File: config.mk
export PLATFORM = sky130hd
export DESIGN_NAME = circular_heading_average_core
export DESIGN_NICKNAME = d
export VERILOG_FILES = /design/src/design/cha_pkg.sv /design/src/design/circular_heading_average_core.sv
export SDC_FILE = /design/constraint.sdc
export NUM_CORES = 1
export LEC_CHECK = 0
export BUFFER_PORTS_ARGS = -buffer_cell sky130_fd_sc_hd__buf_2
export CORE_ASPECT_RATIO = 0.5
export CORE_MARGIN = 2
export CORE_UTILIZATION = 45
export DETAILED_ROUTE_END_ITERATION = 8
export PLACE_DENSITY = 0.62
export SETUP_SLACK_MARGIN = 0.02
export SYNTH_ARGS = -nofsm -noshare
export SYNTH_HDL_FRONTEND = slang
export SYNTH_SLANG_ARGS = --single-unit
File: constraint.sdc
create_clock -name clk -period 2.8 [get_ports clk]
set_input_delay 0.14 -clock clk [delete_from_list [all_inputs] [get_ports clk]]
set_output_delay 0.14 -clock clk [all_outputs]
set_load 0.01 [all_outputs]
File: src/design/cha_pkg.sv
// ----------------------------------------------------------------------------
// cha_pkg
// Shared constants for the circular heading average block: default ring
// depth and binary angle width.
// ----------------------------------------------------------------------------
package cha_pkg;

	localparam int CHA_RING_DEPTH = 8;
	localparam int CHA_ANGLE_BITS = 16;

endpackage

File: src/design/circular_heading_average_core.sv
// ----------------------------------------------------------------------------
// circular_heading_average_core
// Wraparound-aware moving average of binary angle headings over a ring.
//
// Input channel heading_sample (valid/ready) takes one signed binary angle per
// transfer; the full range spans one turn. Output channel filtered_heading
// (valid/ready) returns one averaged heading per input, in order.
// The ring lives in a single-port-write, registered-read memory. Each item
// writes its sample, then streams all RING_DEPTH entries through one adder,
// then divides the sum by RING_DEPTH. Slot 0 decides whether the whole ring
// is averaged rotated by half a turn.
// The sweep reads one entry per cycle from the memory read port. For a
// power-of-two depth the division is a shift; otherwise it yields one
// quotient digit per cycle. The first sample after reset writes every slot.
// One item is in flight at a time; ready returns once the result is loaded.
// Reset clears the control state; the first sample fills the ring. A stalled
// receiver holds the result in the output register while the next item is
// processed; that result then waits until the register frees.
// ----------------------------------------------------------------------------
module circular_heading_average_core
	import cha_pkg::*;
#(
	parameter int RING_DEPTH = CHA_RING_DEPTH,
	parameter int ANGLE_BITS = CHA_ANGLE_BITS
) (
	input  logic                         clk,
	input  logic                         arst_n,
	input  logic                         heading_sample_valid,
	output logic                         heading_sample_ready,
	input  logic signed [ANGLE_BITS-1:0] heading_sample,
	output logic                         filtered_heading_valid,
	input  logic                         filtered_heading_ready,
	output logic signed [ANGLE_BITS-1:0] filtered_heading
);

	localparam int IW    = (RING_DEPTH > 1) ? $clog2(RING_DEPTH) : 1;
	localparam int LOG_D = $clog2(RING_DEPTH);
	localparam int W     = ANGLE_BITS + LOG_D;
	localparam bit DEPTH_POW2 = ((RING_DEPTH & (RING_DEPTH - 1)) == 0);
	localparam logic [IW-1:0] LAST_IDX = IW'(RING_DEPTH - 1);
	localparam logic [ANGLE_BITS-1:0] TOP = {1'b1, {(ANGLE_BITS-1){1'b0}}};

	typedef enum logic [2:0] {
		ST_IDLE,
		ST_FILL,
		ST_WRITE,
		ST_READ,
		ST_ACCUM,
		ST_DIVIDE
	} state_t;

	state_t                  state_q;
	logic                    primed_q;
	logic [IW-1:0]           widx_q;
	logic [IW-1:0]           addr_q;
	logic [ANGLE_BITS-1:0]   sample_q;
	logic [W-1:0]            acc_q;
	logic                    rotate_q;
	logic                    out_valid_q;
	logic [ANGLE_BITS-1:0]   out_q;

	logic                    rd_valid_s1;
	logic                    rd_first_s1;
	logic [ANGLE_BITS-1:0]   rdata_s1;

	logic [ANGLE_BITS-1:0]   ring [RING_DEPTH];

	logic                    mem_we;
	logic [IW-1:0]           mem_waddr;
	logic                    mem_re;
	logic [IW-1:0]           next_idx;
	logic                    rot_now;
	logic                    rot_sel;
	logic [ANGLE_BITS-1:0]   addend;
	logic                    in_xfer;
	logic                    out_xfer;
	logic                    in_divide;
	logic                    div_done;
	logic [ANGLE_BITS-1:0]   div_quo;
	logic                    out_load;

	assign in_xfer   = heading_sample_valid && heading_sample_ready;
	assign out_xfer  = filtered_heading_valid && filtered_heading_ready;
	assign in_divide = (state_q == ST_DIVIDE);
	assign out_load  = in_divide && div_done && (!out_valid_q || filtered_heading_ready);

	assign heading_sample_ready   = (state_q == ST_IDLE);
	assign filtered_heading_valid = out_valid_q;
	assign filtered_heading       = out_q;

	assign next_idx  = (widx_q == LAST_IDX) ? '0 : widx_q + IW'(1);
	assign mem_we    = (state_q == ST_FILL) || (state_q == ST_WRITE);
	assign mem_waddr = (state_q == ST_FILL) ? addr_q : next_idx;
	assign mem_re    = (state_q == ST_READ);

	// slot 0 at or beyond a quarter turn either way
	assign rot_now = (rdata_s1[ANGLE_BITS-1] ^ rdata_s1[ANGLE_BITS-2])
		|| (rdata_s1[ANGLE_BITS-1] && rdata_s1[ANGLE_BITS-2]
			&& (rdata_s1[ANGLE_BITS-3:0] == '0));
	assign rot_sel = rd_first_s1 ? rot_now : rotate_q;
	// offset-binary addend keeps the running sum non-negative
	assign addend  = rot_sel ? rdata_s1 : (rdata_s1 ^ TOP);

	always_ff @(posedge clk) begin
		if (mem_we) begin
			ring[mem_waddr] <= sample_q;
		end
		if (mem_re) begin
			rdata_s1 <= ring[addr_q];
		end
	end

	always_ff @(posedge clk or negedge arst_n) begin
		if (!arst_n) begin
			state_q     <= ST_IDLE;
			primed_q    <= 1'b0;
			widx_q      <= '0;
			addr_q      <= '0;
			out_valid_q <= 1'b0;
			rd_valid_s1 <= 1'b0;
			rd_first_s1 <= 1'b0;
		end else begin
			rd_valid_s1 <= mem_re;
			rd_first_s1 <= mem_re && (addr_q == '0);

			if (out_load) begin
				out_valid_q <= 1'b1;
			end else if (out_xfer) begin
				out_valid_q <= 1'b0;
			end

			case (state_q)
				ST_IDLE: begin
					addr_q <= '0;
					if (in_xfer) begin
						state_q <= primed_q ? ST_WRITE : ST_FILL;
					end
				end
				ST_FILL: begin
					if (addr_q == LAST_IDX) begin
						addr_q   <= '0;
						widx_q   <= '0;
						primed_q <= 1'b1;
						state_q  <= ST_READ;
					end else begin
						addr_q <= addr_q + IW'(1);
					end
				end
				ST_WRITE: begin
					widx_q  <= next_idx;
					addr_q  <= '0;
					state_q <= ST_READ;
				end
				ST_READ: begin
					if (addr_q == LAST_IDX) begin
						state_q <= ST_ACCUM;
					end else begin
						addr_q <= addr_q + IW'(1);
					end
				end
				ST_ACCUM: begin
					state_q <= ST_DIVIDE;
				end
				ST_DIVIDE: begin
					if (out_load) begin
						state_q <= ST_IDLE;
					end
				end
				default: begin
					state_q <= ST_IDLE;
				end
			endcase
		end
	end

	always_ff @(posedge clk) begin
		if (in_xfer) begin
			sample_q <= heading_sample;
		end
		if (rd_valid_s1) begin
			acc_q    <= rd_first_s1 ? W'(addend) : acc_q + W'(addend);
			rotate_q <= rot_sel;
		end
		if (out_load) begin
			// drop the offset, then undo the half-turn rotation
			out_q <= rotate_q ? div_quo : (div_quo ^ TOP);
		end
	end

	generate
		if (DEPTH_POW2) begin : g_shift
			assign div_done = 1'b1;
			assign div_quo  = acc_q[LOG_D +: ANGLE_BITS];
		end else begin : g_digit
			localparam int ND    = (W + 3) / 4;
			localparam int NW    = 4 * ND;
			localparam int TW    = LOG_D + 4;
			localparam int STEPS = ND + 1;
			localparam int SW    = $clog2(STEPS + 1);
			localparam logic [SW-1:0] LAST_STEP = SW'(STEPS);

			logic [SW-1:0]         step_q;
			logic [NW-1:0]         num_q;
			logic [LOG_D-1:0]      rem_q;
			logic [ANGLE_BITS-1:0] quo_q;
			logic [TW-1:0]         trial;
			logic [TW-1:0]         take;
			logic [TW-1:0]         rest;
			logic [3:0]            digit;

			assign trial    = {rem_q, num_q[NW-1 -: 4]};
			assign rest     = trial - take;
			assign div_done = (step_q == LAST_STEP);
			assign div_quo  = quo_q;

			// take the largest multiple of the depth that fits
			always_comb begin
				digit = '0;
				take  = '0;
				for (int j = 1; j < 16; j++) begin
					if (trial >= TW'(j * RING_DEPTH)) begin
						digit = 4'(j);
						take  = TW'(j * RING_DEPTH);
					end
				end
			end

			always_ff @(posedge clk or negedge arst_n) begin
				if (!arst_n) begin
					step_q <= '0;
				end else if (!in_divide) begin
					step_q <= '0;
				end else if (step_q != LAST_STEP) begin
					step_q <= step_q + SW'(1);
				end
			end

			always_ff @(posedge clk) begin
				if (step_q == '0) begin
					num_q <= NW'(acc_q);
					rem_q <= '0;
				end else if (in_divide && (step_q != LAST_STEP)) begin
					num_q <= {num_q[NW-5:0], 4'b0000};
					rem_q <= rest[LOG_D-1:0];
					quo_q <= {quo_q[ANGLE_BITS-5:0], digit};
				end
			end
		end
	endgenerate

	a_accept_starts_write: assert property (@(posedge clk) disable iff (!arst_n)
		in_xfer |=> (state_q == ST_FILL || state_q == ST_WRITE))
		else $error("input transfer did not start a ring write");

	a_fill_only_unprimed: assert property (@(posedge clk) disable iff (!arst_n)
		(state_q == ST_FILL) |-> !primed_q)
		else $error("ring fill while already primed");

	a_write_only_primed: assert property (@(posedge clk) disable iff (!arst_n)
		(state_q == ST_WRITE) |-> primed_q)
		else $error("single-slot write before priming");

	a_read_data_follows_read: assert property (@(posedge clk) disable iff (!arst_n)
		rd_valid_s1 |-> (state_q == ST_READ || state_q == ST_ACCUM))
		else $error("read data outside the read sweep");

	a_load_frees_output: assert property (@(posedge clk) disable iff (!arst_n)
		(out_valid_q && !filtered_heading_ready) |-> !out_load)
		else $error("result loaded over a held output");

endmodule

Word-level counts from Yosys, hierarchy flattened
Memory sizes are Yosys's and may differ from the RTL's. A register that Yosys moved wholly into a read port is not among the register bits.
Cells that the tools add are included.
W data, S select, Z words.
- flip-flop bits (word level): 65
- bits in latches: 0
- memory bits (writable): 128
- bits in read-only memories: 0
- bits of input ports: 20
- output and inout bits: 18
- logic and storage cells: 73
- memories kept: 1
- memory list (name ; words ; bits a word ; read ports ; clocked after Yosys merged registers in ; wr ports ; line ; RTL):
    ring ; 8 ; 16 ; 1 ; 1 ; 1 ; circular_heading_average_core.sv:66 ; logic [ANGLE_BITS-1:0] ring [RING_DEPTH];
- add/sub/neg operators: 3
- multiply operators: 0
- divide/modulo/power cells: 0
- $lt $le $gt $ge: 0
- equal/unequal tests: 12
- shifts and indexed selects: 0
- muxes and demuxes: 21
- bitwise logic cells: 3
- reduce and logical (&&, ||, !) cells: 21
- operators with widths (kind ; number):
    $mux W16 ; 3
    $mux W3 ; 9
    $add A19 B16 Y19 ; 1
    $pmux W3 S6 ; 1
    $logic_not A14 Y1 ; 1
    $eq A3 B3 Y1 const B ; 4
    $pmux W3 S3 ; 1
    $ne A2 B1 Y1 const B ; 4
    $add A3 B1 Y3 const B ; 2
    $eq A3 B2 Y1 const B ; 2
    $logic_and A1 B1 Y1 ; 6
    $logic_not A3 Y1 ; 2
    $pmux W3 S2 ; 1
    $reduce_and A2 Y1 ; 3
    $mux W1 ; 5
    $reduce_and A4 Y1 ; 1
    $reduce_bool A2 Y1 ; 2
    $eq A3 B1 Y1 const B ; 1
    $logic_or A1 B1 Y1 ; 3
    $reduce_bool A3 Y1 ; 1
    $mux W2 ; 1
    $ne A2 B2 Y1 const B ; 1
    $not A1 Y1 ; 2
    $reduce_or A2 Y1 ; 1
    other kinds (2) ; 2

Logic depth before layout (Yosys ltp)
Gate-level depths: netlist of run 1.
- word-level depth: 7
- depth in mapped cells: 11
- depth with buffers taken out: 11

Least setup slack after synthesis of run 1
OpenSTA, ideal clock, no wires.
- path type: reg-to-reg
- from: reg rdata_s1[15] (read register of ring)
- to: reg acc_q[18] (data pin)
- setup time: 260 ps
- arrival: 2692 ps
- data required time: 2540 ps
- path slack: -151 ps
- stages on the path, launching flop included: 12
- path buffers: 0
- clock period less this slack: 2951 ps
- cell sequence: edfxtp_1 -> ha_1 -> nand2b_1 -> a41oi_1 -> nor2_1 -> xnor2_1 -> ha_1 -> nand2_1 -> o21ai_0 -> o211ai_1 -> a21oi_1 -> mux2_2
- word-level cells in the longest chain between the ends: 6
- elaborated cells on any way between the ends: 8
- classes of those cells: add/sub: 1; mux: 2; bitwise: 2; reduce/logical: 3
- RTL lines (what ; line ; RTL):
    from (decl) ; circular_heading_average_core.sv:64 ; logic [ANGLE_BITS-1:0] rdata_s1;
    $logic_and A1 B1 Y1 ; circular_heading_average_core.sv:98 ; || (rdata_s1[ANGLE_BITS-1] && rdata_s1[ANGLE_BITS-2]
    $logic_and A1 B1 Y1 ; circular_heading_average_core.sv:99 ; && (rdata_s1[ANGLE_BITS-3:0] == '0));
    $logic_or A1 B1 Y1 * ; circular_heading_average_core.sv:98 ;
    $mux W1 * ; circular_heading_average_core.sv:100 ; assign rot_sel = rd_first_s1 ? rot_now : rotate_q;
    net rot_sel ; circular_heading_average_core.sv:73 ; logic rot_sel;
    $mux W16 * ; circular_heading_average_core.sv:102 ; assign addend = rot_sel ? rdata_s1 : (rdata_s1 ^ TOP);
    $add A19 B16 Y19 * ; circular_heading_average_core.sv:181 ; acc_q <= rd_first_s1 ? W'(addend) : acc_q + W'(addend);
    to (signal assigned) ; circular_heading_average_core.sv:181 ;
    to (decl) ; circular_heading_average_core.sv:57 ; logic [W-1:0] acc_q;
Mark *: on every way through the listed nets, which the timed path passes. The rest lies on a longest branch.
A chain may end at the register's enable or synchronous reset.

Worst setup path after layout of run 1
- from: reg rdata_s1[7] (read register of ring)
- to: reg acc_q[16] (data pin)
- word-level cells in the longest chain between the ends: 6
- RTL lines (what ; line):
    $logic_not A14 Y1 ; circular_heading_average_core.sv:99
    $logic_and A1 B1 Y1 ; circular_heading_average_core.sv:99
    $logic_or A1 B1 Y1 ; circular_heading_average_core.sv:98
    $mux W1 ; circular_heading_average_core.sv:100
    net rot_sel ; circular_heading_average_core.sv:73
    $mux W16 ; circular_heading_average_core.sv:102
    $add A19 B16 Y19 ; circular_heading_average_core.sv:181
The timed path passes the listed nets, and every way through them passes these cells.

==> results of run 1 <==
synthesized netlist by cell type, drive strengths merged (9+ instances only):
library cell / n
nand2: 38
dfrtp: 13
ha: 22
mux4: 32
nor2: 30
inv: 12
a211oi: 9
mux2: 19
nor3: 10
o21ai: 24
clkbuf: 14
edfxtp: 196
a21oi: 20
logic make-up (layout without fill, tap and decap cells):
kind of cell | after synthesis | in the layout | share of synthesized area, %
XOR/XNOR | 6 | 6 | 0.586
multiplexers | 54 | 54 | 10.8
adder cells (fa/ha/maj) | 23 | 23 | 3.29
buffers and inverters | 32 | 140 | 1.44
AND/OR/NAND/NOR | 125 | 125 | 7.24
flip-flops | 209 | 209 | 69.3
AO/OA/AOI/OAI | 93 | 93 | 7.40
how the worst min path moves through the flow:
| stage | from | to |
|---|---|---|
| after detailed placement | arst_n | widx_q[1]$_DFFE_PN0P_ |
| after floorplan | arst_n | addr_q[0]$_DFFE_PN0P_ |
| after global routing | arst_n | widx_q[0]$_DFFE_PN0P_ |
| final | arst_n | widx_q[2]$_DFFE_PN0P_ |
| after CTS | heading_sample_valid | state_q[1]$_DFFE_PN0P_ |
| after global placement | arst_n | widx_q[0]$_DFFE_PN0P_ |
layer usage:
| layer | vias to the layer above | part of all wire [%] | track usage [%] |
|---|---|---|---|
| li1 | 2340 | - | - |
| met1 | 2529 | 46 | 24.7 |
| met2 | 123 | 47 | 27.3 |
| met3 | 22 | 4.7 | 2.83 |
| met4 | 0 | 1.5 | 3.08 |
| met5 | - | 0 | 0 |
flip-flops by register name (all words and copies together), names as in the netlist:
name                    cells
acc_q                      19
addr_q                      3
filtered_heading           16
filtered_heading_valid      1
primed_q                    1
rd_first_s1                 1
rd_valid_s1                 1
rdata_s1                   16
ring                      128
rotate_q                    1
sample_q                   16
state_q                     3
widx_q                      3
worst max-delay path: stages, from the launching register on:
cell and delay [ns]:
edfxtp_1 0.40, nor4_2 0.31, buf_4 0.16, a41oi_2 0.13, nor2_2 0.21, xnor2_2 0.16, ha_4 0.25, a21oi_2 0.17
o21ai_4 0.10, and2_1 0.14, or4_1 0.50
layout by cell type, fill, tap and decap left out, drive strengths merged, types with 4 or more instances in the layout:
cell	count
a211oi	9
a21o	5
a21oi	20
and2	4
and3	5
buf	78
clkbuf	23
clkinv	4
dfrtp	13
dlygate4sd3	18
edfxtp	196
ha	22
inv	13
mux2	19
mux4	32
nand2	38
nand2b	5
nor2	30
nor2b	6
nor3	10
nor3b	4
nor4	4
o211ai	5
o21a	4
o21ai	24
o31ai	6
xnor2	4
power by group:
part           internal (mW)  switching (mW)
Sequential              4.73           0.476
Clock                   1.53            1.09
Combinational           2.65            3.18
metrics by stage:
stage / setup WS (ns) / instances / hold WS [ns] / TNS, ns
floorplan: 0.0518 / 542 / -0.156 / 0
global route: -0.150 / 916 / 0.0868 / -0.313
finish: 0.00567 / 916 / 0.0750 / 0
global placement: -0.0855 / 861 / 0.0506 / -0.118
CTS: 0.00106 / 914 / 0.0722 / 0
detailed placement: -0.104 / 861 / 0.0579 / -0.175
cell type report:
cell class                      instances  share of cell area [%]
Clock inverter                          9                    1.17
Inverter                               12                   0.425
Tap cell                              266                    3.14
Clock buffer                           23                    4.63
Sequential cell                       209                    58.6
Timing Repair Buffer                   96                    6.50
Multi-Input combinational cell        301                    25.5
timing repair:
action                                 CTS  global route
pin swaps                                5             6
endpoints found under the hold margin   30             0
buffers inserted                         3             2
setup endpoints to repair                2             4
hold buffers                            18             0
resized for setup                        5             6
==> metrics.cfg, run 1 <==
[cts]
cts_root_buf = clkbuf_16
numCtsBuffers = 19
cts.sinks = 209
insertion_delay_ns = 0.49
cts_tree = built
clk_pin_slew_ns = 0.07
htreeDepth = 1
clockBufferDepth = 3

[outcome]
status = completed

[synthesis]
synth_seq_cells = 209
syn_area_sq_um = 8960
synth_top_cell_by_area = edfxtp_1
synth_area_per_cell_sq_um = 16.5
ys_warn_count = 0
ys.flop_type = edfxtp_1
synth.area.top_cells = edfxtp_1 66%, mux4_2 8.0%, dfrtp_1 3.6%, ha_1 3.1%, mux2_2 2.4%
synth_top_cell_area_share_pct = 65.7
synth-seq-area-share_pct = 69.3
yosysUniqueCellTypes = 67
synth_edf_count = 196
postSynth.asyncResetShare_pct = 6.22
netlist_instances = 542
synthesis.nets = 585

[worst_setup_path]
r2r_cells = 10
r2r-start = rdata_s1[7]$_DFFE_PP_
r2r_end = acc_q[16]$_SDFFCE_PP0P_
path_max_fanout = 5
cp-startpoint = rdata_s1[7]$_DFFE_PP_
arrival_ns = 3.02
startpoint_type = register
worstSetupPathType = reg2reg
crit_path_end_kind = register
cp.required_ns = 3.03
crit_end = acc_q[16]$_SDFFCE_PP0P_
r2r_setup_slack_ns = 0.006

[placed_design]
place_congestion = 0.845
place_area_sq_um = 9700
io_buffers = 37
hpwl_microns = 10900

[timing]
drv_slew = 0
rsz0062_at_grt = yes
timing.final.crit_share_pct = 99.8
fmax_mhz = 358
relSlewSlack_pct = 33.7
min_period_ns = 2.79
worst_pin_slew_ns = 0.994
setup_viol = 0
fin_worst_skew_ns = 0.0120
final_hold_viol_count = 0

[floorplanning]
start_util_pct = 46.0
core_sq_um = 19500
rows = 36
ios = 38
fp.dieH_microns = 104
dieArea_sq_um = 21100
die_width_microns = 204

[pwr]
p_leak_nw = 3.70
powerDensity_nw_per_um2 = 1290
vdd_ir_drop_max_uv = 496
finalPower_mw = 13.7

[detailed_routing]
drt_wl_total_microns = 17700
drtAntennaViolNets = 0
drc = 0
drtIter0Drc = 492
detail_route.wl_per_cell_microns = 19.3
dr.pass1.iters = 5
vias = 5014
viasPerCell = 5.47

[cells_and_area]
seq_area_sq_um = 6210
n_antenna_cell = 0
fin_nets = 682
final_core_util_pct = 54.3
multi_input_area_sq_um = 2710
nFillCells = 1545
design_area_sq_um = 10600
drive_gt1_share_pct = 28.6
area_delta_synth_final_pct = 18.2

[global_route]
grt_antenna_before_repair = 0
grt_pass1_wl_microns = 27300
grtUsageTotal_pct = 16.9
grt_max_degree = 33
grt_pass1_vias = 4893
grt_overflow = 0

[flow_run]
maxCapViolCount = 0

[hold_path]
hp-class = in2async

(Power assumes the default switching activity.)
==> inputs of run 2 (changes only) <==
--- a/config.mk
+++ b/config.mk
@@ -5,6 +5,7 @@
 export SDC_FILE = /design/constraint.sdc
 export NUM_CORES = 1
 export LEC_CHECK = 0
+export ABC_AREA = 1
 export BUFFER_PORTS_ARGS = -buffer_cell sky130_fd_sc_hd__buf_2
 export CORE_ASPECT_RATIO = 0.5
 export CORE_MARGIN = 2
==> run 2 against run 1 <==
Sequential share of layout area fell by 0.19 points. Synthesized area grew 2.1%. Synthesized cell count is 52% higher. Largest power group is now sequential cells. Worst setup slack gained 0.30 ns. Maximum frequency grew 12%.
==> metrics.cfg, run 2 <==
[outcome]
status = completed

[pwr]
finalPower_mw = 10.7
p_leak_nw = 4.16
vdd_ir_drop_max_uv = 413
powerDensity_nw_per_um2 = 1010

[timing]
fin_worst_skew_ns = 0.0133
setup_ws_ns = 0.304
drv_slew = 0
setup_viol = 0
rsz0062_at_grt = no
fmax_mhz = 401
timing.final.crit_share_pct = 89.1
final_hold_viol_count = 0
relSlewSlack_pct = 33.0
min_period_ns = 2.50
final.setup.tns_ns = 0
worst_pin_slew_ns = 1.01

[cells_and_area]
n_antenna_cell = 0
layout_common_cells = 196 x edfxtp_1, 177 x nand2_1, 105 x nor2_1
largest_register = ring
area_delta_synth_final_pct = 16.2
largest_register_ffs = 128
nFillCells = 1675
final_common_cell = edfxtp_1
seq_area_sq_um = 6210
drive_gt1_share_pct = 12.8
fin_nets = 947
multi_input_area_sq_um = 2540
reg_top3 = ring: 128 flops, acc_q: 19 flops

[hold_path]
hp-class = in2async

[worst_setup_path]
worstSetupPathType = reg2reg
cp.required_ns = 3.04
startpoint_type = register
arrival_ns = 2.74
path_max_fanout = 5
crit_path_end_kind = register

[floorplanning]
start_util_pct = 46.5
die_width_microns = 206
dieArea_sq_um = 21600
core_sq_um = 19700
rows = 36
ios = 38
fp.dieH_microns = 105

[synthesis]
synth.most_common_cell = edfxtp_1
netlist_instances = 823
synth-seq-area-share_pct = 67.9
synth_top_cell_area_share_pct = 64.3
postSynth.asyncResetShare_pct = 6.22
ys_warn_count = 0
synth_seq_cells = 209
synth.area.top_cells = edfxtp_1 64%, nand2_1 7.3%, o21ai_0 4.5%, nor2_1 4.3%, dfrtp_1 3.6%
synthesis.nets = 866
ys.flop_type = edfxtp_1
yosysUniqueCellTypes = 35
synth_area_per_cell_sq_um = 11.1
synth_edf_count = 196
yosys-top-cells-count = 196 x edfxtp_1, 177 x nand2_1, 106 x nor2_1, 83 x o21ai_0, 68 x inv_1
syn_area_sq_um = 9150
synth_top_cell_by_area = edfxtp_1

[detailed_routing]
drtAntennaViolNets = 0
vias = 6140
detail_route.wl_per_cell_microns = 16.9
drc = 0
dr.pass1.iters = 4
viasPerCell = 5.19
drtIter0Drc = 471
drt_wl_total_microns = 20000

[global_route]
grt_antenna_before_repair = 0
groute.layer.met2.usage_pct = 30.2
grtUsageMet1_pct = 27.8
grt_max_degree = 68
top_usage_layer = met2
grt_pass1_vias = 5976
grt_overflow = 0
grtUsageTotal_pct = 19.4
grt_pass1_wl_microns = 32000
use_met3_pct = 3.84

[cts]
clockBufferDepth = 3
htreeDepth = 1
insertion_delay_ns = 0.50
clk_pin_slew_ns = 0.07
cts_tree = built
numCtsBuffers = 20
cts.sinks = 209
cts_root_buf = clkbuf_16

[placed_design]
place_congestion = 0.895
place_ws_ns = 0.271
io_buffers = 37
hpwl_microns = 12700

[flow_run]
maxCapViolCount = 0

[run 2: cell count changes after synthesis, sizes merged, moves of 6 or more]
cell / change
a211oi: -9
buf: +8
inv: +61
mux2: -19
mux4: -32
nand2: +143
nand3: +37
nor2: +79
nor2b: -6
o21ai: +64
o22ai: +32
o31ai: -6
[run 2: worst paths after layout]
path | startpoint | to | slack, ns | cells past startpoint
setup / recovery | rdata_s1[1]$_DFFE_PP_ | acc_q[16]$_SDFFCE_PP0P_ | 0.30 | 15
hold / removal | arst_n | widx_q[2]$_DFFE_PN0P_ | 0.09 | 2
setup reg to reg | rdata_s1[1]$_DFFE_PP_ | acc_q[16]$_SDFFCE_PP0P_ | 0.30 | 15
hold reg to reg | acc_q[10]$_DFFE_PP_ | filtered_heading[7]$_DFFE_PP_ | 0.46 | 0
max in group asynchronous | arst_n | addr_q[0]$_DFFE_PN0P_ | 2.44 | 2
min in group clk | heading_sample[5] | sample_q[5]$_DFFE_PP_ | 0.34 | 2
[run 2: power breakdown]
part	total, mW	internal [mW]	switching, mW
Clock	2.63	1.52	1.11
Combinational	3.36	1.08	2.28
Sequential	4.72	4.37	0.350
[run 2: per-stage QoR]
| step | utilization [%] | cell area, sq um | std cells | hold slack (ns) |
|---|---|---|---|---|
| 2_1_floorplan | - | 9150 | 823 | -0.156 |
| 3_5_place_dp | 49.7 | 9780 | 1127 | 0.0685 |
| 6_report | 54.0 | 10600 | 1182 | 0.0874 |
| 3_3_place_gp | 49.7 | 9780 | 1127 | 0.0566 |
| 5_1_grt | 54.0 | 10600 | 1182 | 0.107 |
| 4_1_cts | 53.9 | 10600 | 1180 | 0.0610 |
[run 2: what timing repair did]
action | CTS | global route
buffers inserted | 0 | 2
setup endpoints to repair | 0 | 1
hold endpoints to repair | 31 | 0
gates resized for setup | 0 | 1
hold buffers | 19 | 0
[run 2: worst max-delay path, stage by stage (launching register included)]
cell	delay [ns]
edfxtp_1	0.42
nor2_1	0.13
nand3_1	0.09
nor2_1	0.13
nand2_1	0.06
nand2_1	0.08
nand3b_1	0.09
and2_1	0.21
ha_4	0.30
nand2_1	0.10
nor2_1	0.12
inv_1	0.06
nor3_1	0.15
nand2_1	0.10
a21oi_1	0.13
nor2_1	0.06
[run 2: logic make-up after synthesis]
group / synth area share (%)
and+or+nand+nor: 16.0
xor gates and xnor gates: 0.191
adders and majority gates: 3.23
DFF: 67.9
AOI/OAI and AO/OA: 8.24
buffers and inverters: 4.52
[run 2: final cells by class]
class / instances / share of cell area, %
flip-flops and latches: 209 / 58.4
multi-input cells: 515 / 23.9
repair buffers: 85 / 5.93
clock buffers: 28 / 5.37
well taps: 266 / 3.13
inverters: 73 / 2.60
clock inverters: 6 / 0.635
[run 2: layer usage]
layer	vias up	part of all wire, %
li1	3019	-
met1	2925	47
met2	170	45
met3	26	6.2
met4	0	2.0
met5	-	0
